### src/sv/ssrm_pkg.sv
`timescale 1ns / 1ps
package ssrm_pkg;
    localparam int COUNT_BITS_DEF     = 16;
    localparam int SUM_BITS_DEF       = 32;
    localparam int DIFF_FRAC_BITS_DEF = 16;
    localparam int QUEUE_DEPTH_DEF    = 4;
    localparam logic [30:0] CUTOFF_RESET = 31'd10737418;

    typedef enum logic [1:0] {
        t_div_idle,
        t_div_run,
        t_div_done
    } t_div_state;
endpackage

### src/sv/significant_site_region_merger.sv
`timescale 1ns / 1ps
// An item that closes a region shows its result once the bit-serial ratio dividers
// have finished with that region.
// The block accepts one site per cycle while the region queue has room; emitted
// regions drain one at a time, each only after its divide and its pop.
// Reset (synchronous, active low) closes the open region, empties the queue
// and restores the cutoff to about 0.01.
module significant_site_region_merger
    import ssrm_pkg::*;
#(
    parameter int COUNT_BITS     = COUNT_BITS_DEF,
    parameter int SUM_BITS       = SUM_BITS_DEF,
    parameter int DIFF_FRAC_BITS = DIFF_FRAC_BITS_DEF,
    parameter int QUEUE_DEPTH    = QUEUE_DEPTH_DEF
) (
    input  logic               i_clk,
    input  logic               i_rst_n,
    input  logic               push,
    output logic               full,
    input  logic               cfg_valid,
    output logic               cfg_ready,
    input  logic [30:0]        i_cfg_data,
    input  logic               i_end_of_stream,
    input  logic [7:0]         i_chrom_code,
    input  logic [31:0]        i_site_position,
    input  logic signed [31:0] i_raw_pvalue,
    input  logic signed [31:0] i_corrected_pvalue,
    input  logic [15:0]        i_test_coverage,
    input  logic [15:0]        i_test_methylated,
    input  logic [15:0]        i_rest_coverage,
    input  logic [15:0]        i_rest_methylated,
    output logic               empty,
    input  logic               pop,
    output logic [7:0]         o_region_chrom,
    output logic [31:0]        o_region_start,
    output logic [31:0]        o_region_end,
    output logic [15:0]        o_raw_significant_count,
    output logic [31:0]        o_test_coverage_sum,
    output logic [31:0]        o_test_methylated_sum,
    output logic [31:0]        o_rest_coverage_sum,
    output logic [31:0]        o_rest_methylated_sum,
    output logic signed [17:0] o_level_difference,
    output logic               o_zero_coverage
);
    localparam int QWIDTH = 8 + 32 + 32 + COUNT_BITS + 4 * SUM_BITS;

    logic [30:0]           r_cutoff;
    logic                  w_emit, w_qfull, w_qempty, w_take;
    logic [7:0]            w_chrom, w_qchrom;
    logic [31:0]           w_start, w_end, w_qstart, w_qend;
    logic [COUNT_BITS-1:0] w_count, w_qcount;
    logic [SUM_BITS-1:0]   w_sum [4];
    logic [SUM_BITS-1:0]   w_qsum [4];
    logic [QWIDTH-1:0]     w_qin, w_qout;

    // The cutoff register takes every transfer on the configuration channel.
    assign cfg_ready = 1'b1;
    always_ff @(posedge i_clk) begin
        if (!i_rst_n) begin
            r_cutoff <= CUTOFF_RESET;
        end else if (cfg_valid) begin
            r_cutoff <= i_cfg_data;
        end
    end

    ssrm_front #(.COUNT_BITS(COUNT_BITS), .SUM_BITS(SUM_BITS)) u_front (
        .i_clk, .i_rst_n, .i_push(push), .o_full(full), .i_cutoff(r_cutoff),
        .i_end_of_stream, .i_chrom_code, .i_site_position, .i_raw_pvalue,
        .i_corrected_pvalue, .i_test_coverage, .i_test_methylated,
        .i_rest_coverage, .i_rest_methylated,
        .o_emit(w_emit), .i_queue_full(w_qfull), .o_chrom(w_chrom),
        .o_start(w_start), .o_end(w_end), .o_count(w_count), .o_sum(w_sum)
    );

    // Closed regions wait here so that merging stalls on the dividers only when the queue is full.
    assign w_qin = {w_chrom, w_start, w_end, w_count, w_sum[0], w_sum[1], w_sum[2], w_sum[3]};
    assign {w_qchrom, w_qstart, w_qend, w_qcount, w_qsum[0], w_qsum[1], w_qsum[2], w_qsum[3]}
        = w_qout;

    ssrm_queue #(.WIDTH(QWIDTH), .DEPTH(QUEUE_DEPTH)) u_queue (
        .i_clk, .i_rst_n, .i_push(w_emit), .i_data(w_qin), .o_full(w_qfull),
        .i_pop(w_take), .o_empty(w_qempty), .o_data(w_qout)
    );

    ssrm_back #(
        .COUNT_BITS(COUNT_BITS), .SUM_BITS(SUM_BITS), .DIFF_FRAC_BITS(DIFF_FRAC_BITS)
    ) u_back (
        .i_clk, .i_rst_n, .i_valid(!w_qempty), .o_take(w_take),
        .i_chrom(w_qchrom), .i_start(w_qstart), .i_end(w_qend),
        .i_count(w_qcount), .i_sum(w_qsum), .o_empty(empty), .i_pop(pop),
        .o_region_chrom, .o_region_start, .o_region_end, .o_raw_significant_count,
        .o_test_coverage_sum, .o_test_methylated_sum, .o_rest_coverage_sum,
        .o_rest_methylated_sum, .o_level_difference, .o_zero_coverage
    );
endmodule

### src/sv/ssrm_front.sv
`timescale 1ns / 1ps
module ssrm_front
    import ssrm_pkg::*;
#(
    parameter int COUNT_BITS = COUNT_BITS_DEF,
    parameter int SUM_BITS   = SUM_BITS_DEF
) (
    input  logic                  i_clk,
    input  logic                  i_rst_n,
    input  logic                  i_push,
    output logic                  o_full,
    input  logic [30:0]           i_cutoff,
    input  logic                  i_end_of_stream,
    input  logic [7:0]            i_chrom_code,
    input  logic [31:0]           i_site_position,
    input  logic signed [31:0]    i_raw_pvalue,
    input  logic signed [31:0]    i_corrected_pvalue,
    input  logic [15:0]           i_test_coverage,
    input  logic [15:0]           i_test_methylated,
    input  logic [15:0]           i_rest_coverage,
    input  logic [15:0]           i_rest_methylated,
    // Region descriptor handed to the queue.
    output logic                  o_emit,
    input  logic                  i_queue_full,
    output logic [7:0]            o_chrom,
    output logic [31:0]           o_start,
    output logic [31:0]           o_end,
    output logic [COUNT_BITS-1:0] o_count,
    output logic [SUM_BITS-1:0]   o_sum [4]
);
    logic                  r_open, n_open;
    logic                  r_skip, n_skip;
    logic [7:0]            r_chrom;
    logic [31:0]           r_start, r_end;
    logic [COUNT_BITS-1:0] r_count;
    logic [SUM_BITS-1:0]   r_sum [4];
    logic [15:0]           w_cnt [4];
    logic                  w_accept, w_sig, w_rawsig, w_extend, w_emit_now;
    logic [SUM_BITS:0]     w_add [4];
    logic [COUNT_BITS:0]   w_cadd;

    assign w_cnt[0] = i_test_coverage;
    assign w_cnt[1] = i_test_methylated;
    assign w_cnt[2] = i_rest_coverage;
    assign w_cnt[3] = i_rest_methylated;

    // The merge decision is combinational; stall only when the queue is full.
    assign o_full   = i_queue_full;
    assign w_accept = i_push && !i_queue_full;
    assign w_sig    = !i_corrected_pvalue[31]
                      && ($unsigned(i_corrected_pvalue[30:0]) < i_cutoff);
    assign w_rawsig = !i_raw_pvalue[31] && ($unsigned(i_raw_pvalue[30:0]) < i_cutoff);
    assign w_extend = r_open && !r_skip && (i_chrom_code == r_chrom);
    assign w_emit_now = r_open && (r_count != '0)
                        && (i_end_of_stream || (w_sig && !w_extend));
    assign o_emit   = w_accept && w_emit_now;
    assign o_chrom  = r_chrom;
    assign o_start  = r_start;
    assign o_end    = r_end;
    assign o_count  = r_count;
    assign o_sum    = r_sum;
    assign w_cadd   = {1'b0, r_count} + (COUNT_BITS + 1)'(w_rawsig);

    always_comb begin
        for (int k = 0; k < 4; k++) begin
            w_add[k] = {1'b0, r_sum[k]} + (SUM_BITS + 1)'(w_cnt[k]);
        end
        n_open = r_open;
        n_skip = r_skip;
        if (w_accept) begin
            if (i_end_of_stream) begin
                n_open = 1'b0;
                n_skip = 1'b0;
            end else if (!w_sig) begin
                n_skip = 1'b1;
            end else begin
                n_open = 1'b1;
                n_skip = 1'b0;
            end
        end
    end

    always_ff @(posedge i_clk) begin
        if (!i_rst_n) begin
            r_open <= 1'b0;
            r_skip <= 1'b0;
        end else begin
            r_open <= n_open;
            r_skip <= n_skip;
        end
        if (w_accept && !i_end_of_stream && w_sig) begin
            r_end <= i_site_position + 32'd1;
            if (w_extend) begin
                r_count <= w_cadd[COUNT_BITS] ? '1 : w_cadd[COUNT_BITS-1:0];
                for (int k = 0; k < 4; k++) begin
                    r_sum[k] <= w_add[k][SUM_BITS] ? '1 : w_add[k][SUM_BITS-1:0];
                end
            end else begin
                r_chrom <= i_chrom_code;
                r_start <= i_site_position;
                r_count <= COUNT_BITS'(w_rawsig);
                for (int k = 0; k < 4; k++) begin
                    r_sum[k] <= SUM_BITS'(w_cnt[k]);
                end
            end
        end
    end
endmodule

### src/sv/ssrm_queue.sv
`timescale 1ns / 1ps
module ssrm_queue #(
    parameter int WIDTH = 8,
    parameter int DEPTH = 4
) (
    input  logic             i_clk,
    input  logic             i_rst_n,
    input  logic             i_push,
    input  logic [WIDTH-1:0] i_data,
    output logic             o_full,
    input  logic             i_pop,
    output logic             o_empty,
    output logic [WIDTH-1:0] o_data
);
    localparam int AW = (DEPTH > 1) ? $clog2(DEPTH) : 1;
    logic [WIDTH-1:0] r_mem [DEPTH];
    logic [AW-1:0]    r_wp, r_rp;
    logic [AW:0]      r_cnt;
    logic             w_push, w_pop;

    assign o_full  = (r_cnt == (AW + 1)'(DEPTH));
    assign o_empty = (r_cnt == '0);
    assign o_data  = r_mem[r_rp];
    assign w_push  = i_push && !o_full;
    assign w_pop   = i_pop && !o_empty;

    always_ff @(posedge i_clk) begin
        if (!i_rst_n) begin
            r_wp  <= '0;
            r_rp  <= '0;
            r_cnt <= '0;
        end else begin
            if (w_push) begin
                r_wp <= (r_wp == AW'(DEPTH - 1)) ? '0 : r_wp + AW'(1);
            end
            if (w_pop) begin
                r_rp <= (r_rp == AW'(DEPTH - 1)) ? '0 : r_rp + AW'(1);
            end
            r_cnt <= r_cnt + (AW + 1)'(w_push) - (AW + 1)'(w_pop);
        end
        if (w_push) begin
            r_mem[r_wp] <= i_data;
        end
    end
endmodule

### src/sv/ssrm_back.sv
`timescale 1ns / 1ps
module ssrm_back
    import ssrm_pkg::*;
#(
    parameter int COUNT_BITS     = COUNT_BITS_DEF,
    parameter int SUM_BITS       = SUM_BITS_DEF,
    parameter int DIFF_FRAC_BITS = DIFF_FRAC_BITS_DEF
) (
    input  logic                      i_clk,
    input  logic                      i_rst_n,
    input  logic                      i_valid,
    output logic                      o_take,
    input  logic [7:0]                i_chrom,
    input  logic [31:0]               i_start,
    input  logic [31:0]               i_end,
    input  logic [COUNT_BITS-1:0]     i_count,
    input  logic [SUM_BITS-1:0]       i_sum [4],
    output logic                      o_empty,
    input  logic                      i_pop,
    output logic [7:0]                o_region_chrom,
    output logic [31:0]               o_region_start,
    output logic [31:0]               o_region_end,
    output logic [15:0]               o_raw_significant_count,
    output logic [31:0]               o_test_coverage_sum,
    output logic [31:0]               o_test_methylated_sum,
    output logic [31:0]               o_rest_coverage_sum,
    output logic [31:0]               o_rest_methylated_sum,
    output logic signed [17:0]        o_level_difference,
    output logic                      o_zero_coverage
);
    localparam int SW = (DIFF_FRAC_BITS > 1) ? $clog2(DIFF_FRAC_BITS + 1) : 1;
    localparam int QW = DIFF_FRAC_BITS + 1;

    t_div_state          r_state, n_state;
    logic [SW-1:0]       r_step;
    logic [SUM_BITS:0]   r_rem_a, r_rem_b;
    logic [SUM_BITS-1:0] r_div_a, r_div_b;
    logic [QW-1:0]       r_q_a, r_q_b;
    logic                r_zero;
    logic [SUM_BITS:0]   w_sh_a, w_sh_b;
    logic                w_ge_a, w_ge_b;
    logic [QW:0]         w_diff;

    // Two restoring dividers run side by side, one quotient bit per cycle.
    assign w_sh_a = {r_rem_a[SUM_BITS-1:0], 1'b0};
    assign w_sh_b = {r_rem_b[SUM_BITS-1:0], 1'b0};
    assign w_ge_a = w_sh_a >= {1'b0, r_div_a};
    assign w_ge_b = w_sh_b >= {1'b0, r_div_b};
    assign w_diff = {1'b0, r_q_a} - {1'b0, r_q_b};

    always_comb begin
        n_state = r_state;
        case (r_state)
            t_div_idle: if (i_valid) n_state = t_div_run;
            t_div_run:  if (r_step == SW'(DIFF_FRAC_BITS)) n_state = t_div_done;
            t_div_done: if (i_pop) n_state = t_div_idle;
            default:    n_state = t_div_idle;
        endcase
    end

    always_comb begin
        o_take  = (r_state == t_div_idle) && i_valid;
        o_empty = (r_state != t_div_done);
        o_level_difference = r_zero ? '0 : 18'(w_diff);
        o_zero_coverage    = r_zero;
    end

    always_ff @(posedge i_clk) begin
        if (!i_rst_n) begin
            r_state <= t_div_idle;
        end else begin
            r_state <= n_state;
        end
        if (o_take) begin
            o_region_chrom          <= i_chrom;
            o_region_start          <= i_start;
            o_region_end            <= i_end;
            o_raw_significant_count <= 16'(i_count);
            o_test_coverage_sum     <= 32'(i_sum[0]);
            o_test_methylated_sum   <= 32'(i_sum[1]);
            o_rest_coverage_sum     <= 32'(i_sum[2]);
            o_rest_methylated_sum   <= 32'(i_sum[3]);
            r_zero  <= (i_sum[0] == '0) || (i_sum[2] == '0);
            r_step  <= '0;
            r_div_a <= i_sum[0];
            r_div_b <= i_sum[2];
            r_rem_a <= {1'b0, i_sum[1]};
            r_rem_b <= {1'b0, i_sum[3]};
            r_q_a   <= (i_sum[1] >= i_sum[0]) ? QW'(1) << DIFF_FRAC_BITS : '0;
            r_q_b   <= (i_sum[3] >= i_sum[2]) ? QW'(1) << DIFF_FRAC_BITS : '0;
        end else if (r_state == t_div_run && r_step != SW'(DIFF_FRAC_BITS)) begin
            r_step <= r_step + SW'(1);
            if (!r_q_a[DIFF_FRAC_BITS]) begin
                r_rem_a <= w_ge_a ? w_sh_a - {1'b0, r_div_a} : w_sh_a;
                r_q_a   <= {r_q_a[QW-2:0], w_ge_a};
            end
            if (!r_q_b[DIFF_FRAC_BITS]) begin
                r_rem_b <= w_ge_b ? w_sh_b - {1'b0, r_div_b} : w_sh_b;
                r_q_b   <= {r_q_b[QW-2:0], w_ge_b};
            end
        end
    end
endmodule

### config.mk
export PLATFORM = sky130hd
export DESIGN_NAME = significant_site_region_merger
export DESIGN_NICKNAME = d
export VERILOG_FILES = /design/src/sv/ssrm_pkg.sv /design/src/sv/significant_site_region_merger.sv /design/src/sv/ssrm_front.sv /design/src/sv/ssrm_queue.sv /design/src/sv/ssrm_back.sv
export SDC_FILE = /design/constraint.sdc
export NUM_CORES = 2
export LEC_CHECK = 0
export BUFFER_PORTS_ARGS = -buffer_cell sky130_fd_sc_hd__buf_2
export CORE_MARGIN = 1.5
export CORE_UTILIZATION = 61
export DETAILED_ROUTE_END_ITERATION = 10
export PLACE_DENSITY = 0.83
export RECOVER_POWER = 25
export SLEW_MARGIN = 10
export SYNTH_ARGS = -nofsm -noshare
export SYNTH_HDL_FRONTEND = slang
export SYNTH_SLANG_ARGS = --single-unit
### constraint.sdc
create_clock -name i_clk -period 13 [get_ports i_clk]
set_input_delay 2.6 -clock i_clk [delete_from_list [all_inputs] [get_ports i_clk]]
set_output_delay 2.6 -clock i_clk [all_outputs]
set_load 0.03 [all_outputs]
Word level (Yosys, flattened, before mapping)
Memory sizes are Yosys's and may differ from the RTL's. A register that Yosys moved wholly into a read port is not among the register bits.
Index checks and enable logic that the tools add are counted.
{"block": "op_classes", "add_sub_neg": 14, "n_lt_le_gt_ge": 6, "eq_ne": 14, "mux": 38, "n_bitwise": 1, "n_reduce_logical": 36}
{"op": "2-to-1 mux 32 bit", "n": 12}
{"op": "2-to-1 mux 17 bit", "n": 8}
{"op": "adder 32 x 16 -> 33 bit", "n": 4}
{"op": "2-to-1 mux 112 bit", "n": 1}
{"op": ">= comparator 33 x 32 -> 1 bit", "n": 2}
{"op": ">= comparator 32 bit", "n": 2}
{"op": "logical NOT 32 bit", "n": 2}
{"op": "subtractor 32 bit", "n": 2}
{"op": "< comparator 31 bit", "n": 2}
{"op": "adder 32 x 1 -> 32 bit, second input constant", "n": 1}
{"op": "2-to-1 mux 18 bit", "n": 1}
{"op": "subtractor 17 x 17 -> 18 bit", "n": 1}
{"op": "adder 16 x 1 -> 17 bit", "n": 1}
{"op": "2-to-1 mux 16 bit", "n": 1}
{"op": "nonzero test 16 bit", "n": 1}
{"op": "logical AND 1 bit", "n": 15}
{"op": "2-to-1 mux 2 bit", "n": 7}
{"op": "!= test 2 bit, second input constant", "n": 5}
{"op": "equality test 8 bit", "n": 1}
{"op": "AND reduction 2 bit", "n": 4}
{"op": "logical NOT 1 bit", "n": 7}
{"op": "2-to-1 mux 1 bit", "n": 7}
{"op": "equality test 2 bit, second input constant", "n": 3}
{"op": "case mux 2 bit (3 select lines)", "n": 1}
{"op": "15 further kinds", "n": 18}
{"block": "word_totals", "register_bits": 578, "mem_bits_rw": 864, "inputBits": 205, "out_inout_bits": 238, "word_cells": 146, "mem_count": 1}
{"memory": "u_queue.r_mem", "depth": 4, "word_bits": 216, "rd": 1, "rd_clocked_by_memory_dff": 1, "write_ports": 1, "line": "ssrm_queue.sv:16", "rtl": "logic [WIDTH-1:0] r_mem [DEPTH];"}

Logic depth before layout (Yosys ltp)
{"block": "depth", "depth_word": 11, "mapped_depth": 20, "ltp_nobuf": 19}

Cells and area by module
From an unflattened synthesis, not the netlist that was laid out.
{"block": "unflattened", "hier_cells": 4204, "hier_area_um2": 64658.3}
{"mod": "ssrm_queue", "instances": 1, "cells_each": 1181, "area_per_inst_um2": 31626.6, "seq_area_each_um2": 26125.1}
{"mod": "ssrm_back", "instances": 1, "cells_each": 1502, "area_per_inst_um2": 17261.6, "seq_area_each_um2": 9599.2}
{"mod": "ssrm_front", "instances": 1, "cells_each": 1418, "area_per_inst_um2": 14586.5, "seq_area_each_um2": 6526.3}
{"mod": "significant_site_region_merger", "instances": 1, "cells_each": 103, "area_per_inst_um2": 1183.6, "seq_area_each_um2": 620.6}

Worst setup path after synthesis
OpenSTA, ideal clock, no wires.
{"block": "synth_path", "path_type": "input port to flip-flop", "start": "input port i_corrected_pvalue[20]", "end": "register u_front.r_count[0] (netlist: u_front.o_count[0]) (enable)", "setup_ps": 715, "arrival_ps": 11237, "required_time_ps": 12285, "path_slack_ps": 1048, "cell_stages": 8, "path_buffers": 0, "path_cell_list": "ha_1 > a21o_1 > a21o_1 > a21oi_1 > o21ai_0 > a211oi_1 > nand4_1 > nor2_1"}
{"block": "synth_between", "elab_chain_cells": 3}
{"item": "start, declared", "line": "significant_site_region_merger.sv:27", "rtl": "input logic signed [31:0] i_corrected_pvalue,"}
{"item": "< comparator 31 bit", "line": "ssrm_front.sv:51", "rtl": "&& ($unsigned(i_corrected_pvalue[30:0]) < i_cutoff);"}
{"item": "logical AND 1 bit", "line": "ssrm_front.sv:51"}
{"item": "logical AND 1 bit", "line": "ssrm_front.sv:91", "rtl": "if (w_accept && !i_end_of_stream && w_sig) begin"}
{"item": "end signal, assigned", "line": "ssrm_front.sv:94", "rtl": "r_count <= w_cadd[COUNT_BITS] ? '1 : w_cadd[COUNT_BITS-1:0];"}
{"item": "end signal, assigned", "line": "ssrm_front.sv:101", "rtl": "r_count <= COUNT_BITS'(w_rawsig);"}
{"item": "end, declared", "line": "ssrm_front.sv:35", "rtl": "logic [COUNT_BITS-1:0] r_count;"}
Every way passes these cells.
A chain may end at the register's enable or synchronous reset.

Final worst setup path
{"block": "layout_path", "start": "input port i_corrected_pvalue[8]", "end": "memory u_queue.r_mem[2][182] (netlist name) (enable)"}
{"block": "layout_between", "elab_chain_cells": 9}
{"item": "< comparator 31 bit", "line": "ssrm_front.sv:51"}
{"item": "logical AND 1 bit", "line": "ssrm_front.sv:51"}
{"item": "logical AND 1 bit", "line": "ssrm_front.sv:55", "rtl": "&& (i_end_of_stream || (w_sig && !w_extend));"}
{"item": "logical OR 1 bit", "line": "ssrm_front.sv:55"}
{"item": "logical AND 1 bit", "line": "ssrm_front.sv:55"}
{"item": "logical AND 1 bit", "line": "ssrm_front.sv:56", "rtl": "assign o_emit = w_accept && w_emit_now;"}
{"item": "logical AND 1 bit", "line": "ssrm_queue.sv:24", "rtl": "assign w_push = i_push && !o_full;"}
{"item": "net u_queue.w_push", "line": "ssrm_queue.sv:19", "rtl": "logic w_push, w_pop;"}
{"item": "2-to-1 mux 1 bit", "line": "ssrm_queue.sv:41", "rtl": "if (w_push) begin"}
{"item": "2-to-1 mux 1 bit (implied by the code)", "line": "ssrm_queue.sv:42", "rtl": "r_mem[r_wp] <= i_data;"}
{"item": "end, declared", "line": "ssrm_queue.sv:16"}
The timed path passes the listed nets, and every way through them passes these cells.

==> impl_results.md <==
* Crit path capture type: flop
* Global route overflow at 0
* Number of synthesized flops with an enable pin at about 1400
* YS warnings at 0
* H-tree levels at 4
* DP Wirelength at ~100000 um
* Sink Count at between 1000 and 1500
* Fin crit share at 0.5393
* Setup TNS after final layout at 0 ps
* Worst r2r dst: u_queue.r_mem[2][182]$_DFFE_PP_
* Seq/Total Area, Yosys at 0.6654
* First-iteration detailed-routing DRC count at 4690
* Routed WL per cell at between 20 and 30 um
* Area of the mapped netlist at between 60000 and 70000 sq um
* Distinct cells, synth at 86
* Number of fill cells in the layout at 6608
* Status: complete, no violations
* Worst-margin pin slew at 1209 ps
* Final Wtd Congestion at ~0.91
* CTS Root Cell: clkbuf_16
* Worst Setup Path Type: primary input to flop
* Inst Count DP at approximately 6000
* Die extent in y at 328 um
* Crit path max fanout at 66
* Area Growth Syn to Fin at 13.28%
* Worst Hold Class: flop to flop
* CTS tree: done
* Minimum clock period at between 7000 and 8000 ps
* Synth Flop Type: edfxtp_1
* Critical path arrival at ~7400 ps
* Finished Layout Cells at between 6000 and 7000
* Largest net degree at the start of global routing at 157
* Via Count at 40190
* Yosys reg bits at roughly 1400
* Post-synth net total at around 4800
* Fmax at approximately 140 MHz
* Fin. Hold Viols at 0
* Hold slack at about 500 ps
* Slew Limit Fails at 0
* Post-CTS Hold Buffers at 0
* # IOs at 443
* Core area at roughly 100000 sq um
* Core Rows at approximately 120
* Nets at 5264
* First-pass GRT wire length at 242000 um
* CTS Buffer Depth at 3
* CTS Buf Count at 144
* R2r setup slk at between 7000 and 8000 ps
* Share of cells above drive strength 1 at 0.1950
* DRC Markers at 0
* Reg2reg path depth at 12
* Postcts setup bufs at 0
* Pwr dens at ~240 nW/um^2
* Avg Inst Size Synth at between 15 and 20 sq um
* Max-cap viol count at 0
* # setup viols final at 0
* CTS clk-pin slew, worst paths at approximately 60 ps
* Critical path launch point: i_corrected_pvalue[8]
* Pleak at around 26 nW
* Reg-to-Reg Start: r_cutoff[8]$_SDFFE_PN1P_
* Nature of the critical path startpoint: primary input
* Cell count after synthesis at 4292
* Post-CTS Resized at 0
* Ys async rst share at 0
* DIE AREA at about 110000 sq um
* Clk Latency, worst-skew pair at roughly 770 ps
* Worst vdd ir at roughly 0.00031 V
* 1st-pass router iterations at 8
* Antenna viol nets, final at 0
* Core Util, Final at 0.6953
* Clock Skew at 36.62 ps
* Vias per inst at about 6.4
* Initial Util at 0.6138
* CP required at approximately 13000 ps
* Slew headroom at 0.1937
* Power Total at between 15 and 20 mW
* Total wire length at approximately 160000 um
* GR Util All Layers at 0.2988
* Initial antenna violation count at 22
* Vias in the first global route at around 40000
* Port Buffers at 441
* RSZ-0062 raised after global routing: no
* Die X at 328 um
* Worst Setup EP: u_queue.r_mem[2][182]$_DFFE_PP_
## final cells by class
cell class / instances / area (sq um) / area share
inverter: 242 / 915.9 / 0.01255
clock buffer: 164 / 3721 / 0.05098
timing repair buffer: 478 / 2510 / 0.03439
clock inverter: 94 / 1060 / 0.01452
antenna: 12 / 30.03 / 0.0004114
sequential: 1444 / 42880 / 0.5875
tap: 1391 / 1740 / 0.02384
multi-input combinational: 2460 / 20130 / 0.2759
## cell families (layout without fill, tap and decap cells)
logic type                 Yosys count  count (layout)  share of synthesized area
DFF                               1444            1444                     0.6654
and+or+nand+nor                   1012            1012                    0.07624
AOI/OAI and AO/OA                  732             732                    0.07338
buffers and inverters              388             978                    0.02321
adders and majority gates          289             289                    0.05705
muxes                              245             245                    0.08008
xor gates and xnor gates           181             181                    0.02460
other                                1              13                 0.00005820
## per-layer routing
metal	vias to the layer above	wire (um)	track usage
met3	407	15440	0.06630
met5	-	131	0
li1	17610	-	-
met2	2299	77890	0.4799
met4	20	6068	0.1143
met1	19860	61410	0.4024
## placed cells by master, fill, tap and decap left out, drive strengths merged, types with 16 or more instances in the layout
cell type,count
xnor2,110
nand2b,29
clkinv,57
o211ai,24
a211oi,33
nand2,247
inv,254
o21bai,16
o21ai,111
xor2,71
ha,281
edfxtp,1395
nor2b,49
o21a,21
nor4,36
and4,19
mux2i,25
nand4,46
bufinv,19
and2,33
mux4,216
a21o,95
a31oi,113
nor2,302
and3,44
dfxtp,49
nand3,75
a21oi,207
clkbuf,164
buf,478
nor3,80
## registers in the layout (all words and copies together), names as in the netlist, 17 cells and up, named ones only
register                      count
r_cutoff                         31
u_back.o_region_end              32
u_back.r_q_b                     17
u_back.r_q_a                     17
u_back.r_div_b                   32
u_front.o_sum                   128
u_back.o_region_start            32
u_back.r_rem_b                   32
u_back.o_rest_methylated_sum     32
u_back.o_test_methylated_sum     32
u_queue.r_mem                   864
u_back.r_div_a                   32
u_front.o_start                  32
u_back.r_rem_a                   32
u_front.o_end                    32
## worst min-delay path by stage
stage | start | endpoint | slack [ps] | cells past startpoint
finish | u_front.o_start[23]$_DFFE_PP_ | u_queue.r_mem[3][199]$_DFFE_PP_ | 500 | 0
global route | u_front.o_end[24]$_DFFE_PP_ | u_queue.r_mem[2][168]$_DFFE_PP_ | 510 | 0
CTS | u_front.o_start[23]$_DFFE_PP_ | u_queue.r_mem[1][199]$_DFFE_PP_ | 500 | 0
detailed placement | u_front.o_start[5]$_DFFE_PP_ | u_queue.r_mem[2][181]$_DFFE_PP_ | 480 | 0
global placement | u_front.o_start[9]$_DFFE_PP_ | u_queue.r_mem[2][185]$_DFFE_PP_ | 470 | 0
floorplan | u_front.o_end[0]$_DFFE_PP_ | u_queue.r_mem[0][144]$_DFFE_PP_ | 460 | 0
## synthesized netlist by cell type (9+ instances only)
cell type / instances / area share
a211o_1: 13 / 0.0018
a211oi_1: 32 / 0.0037
a21boi_0: 9 / 0.0010
a21o_1: 95 / 0.011
a21oi_1: 205 / 0.016
a221o_1: 9 / 0.0014
a311oi_1: 14 / 0.0019
a31oi_1: 112 / 0.011
a41oi_1: 11 / 0.0015
and2_1: 33 / 0.0032
and3_1: 44 / 0.0043
and4_1: 19 / 0.0026
buf_1: 21 / 0.0012
buf_2: 19 / 0.0015
clkbuf_1: 103 / 0.0060
dfxtp_1: 49 / 0.015
edfxtp_1: 1395 / 0.65
ha_1: 281 / 0.055
inv_1: 242 / 0.014
mux2i_1: 25 / 0.0039
mux4_2: 216 / 0.076
nand2_1: 247 / 0.014
nand2b_1: 29 / 0.0028
nand3_1: 75 / 0.0058
nand4_1: 46 / 0.0045
nor2_1: 301 / 0.018
nor2b_1: 49 / 0.0048
nor3_1: 80 / 0.0062
nor3b_1: 12 / 0.0014
nor4_1: 34 / 0.0033
o211ai_1: 23 / 0.0027
o21a_1: 21 / 0.0024
o21ai_0: 103 / 0.0080
o21bai_1: 16 / 0.0019
o31ai_1: 10 / 0.0012
or3_1: 11 / 0.0011
xnor2_1: 110 / 0.015
xor2_1: 71 / 0.0097
## worst max-delay path: stages
cell	delay, ps
buf_2	100
ha_1	300
a21o_1	160
a21o_1	170
a21oi_1	210
nand2_1	70
o21ai_0	450
a31oi_1	180
nor4_2	700
and2_4	950
buf_4	760
buf_4	600
## report_power, final
group | leakage [nW] | total, mW | internal (mW) | switching, mW
Clock | 2.32 | 4.24 | 2.45 | 1.79
Combinational | 10.9 | 6.79 | 2.42 | 4.38
Sequential | 13.2 | 6.48 | 6.06 | 0.427
Total | 26.4 | 17.5 | 10.9 | 6.60
## through the flow
stage | setup WS [ps] | cell area (sq um)
after floorplan | 1048 | 64430
after global placement | 5242 | 68180
after detailed placement | 5178 | 68180
after CTS | 5977 | 72960
after global routing | 5667 | 72980
final | 5989 | 72990
Power figures use the tool's default switching activity.
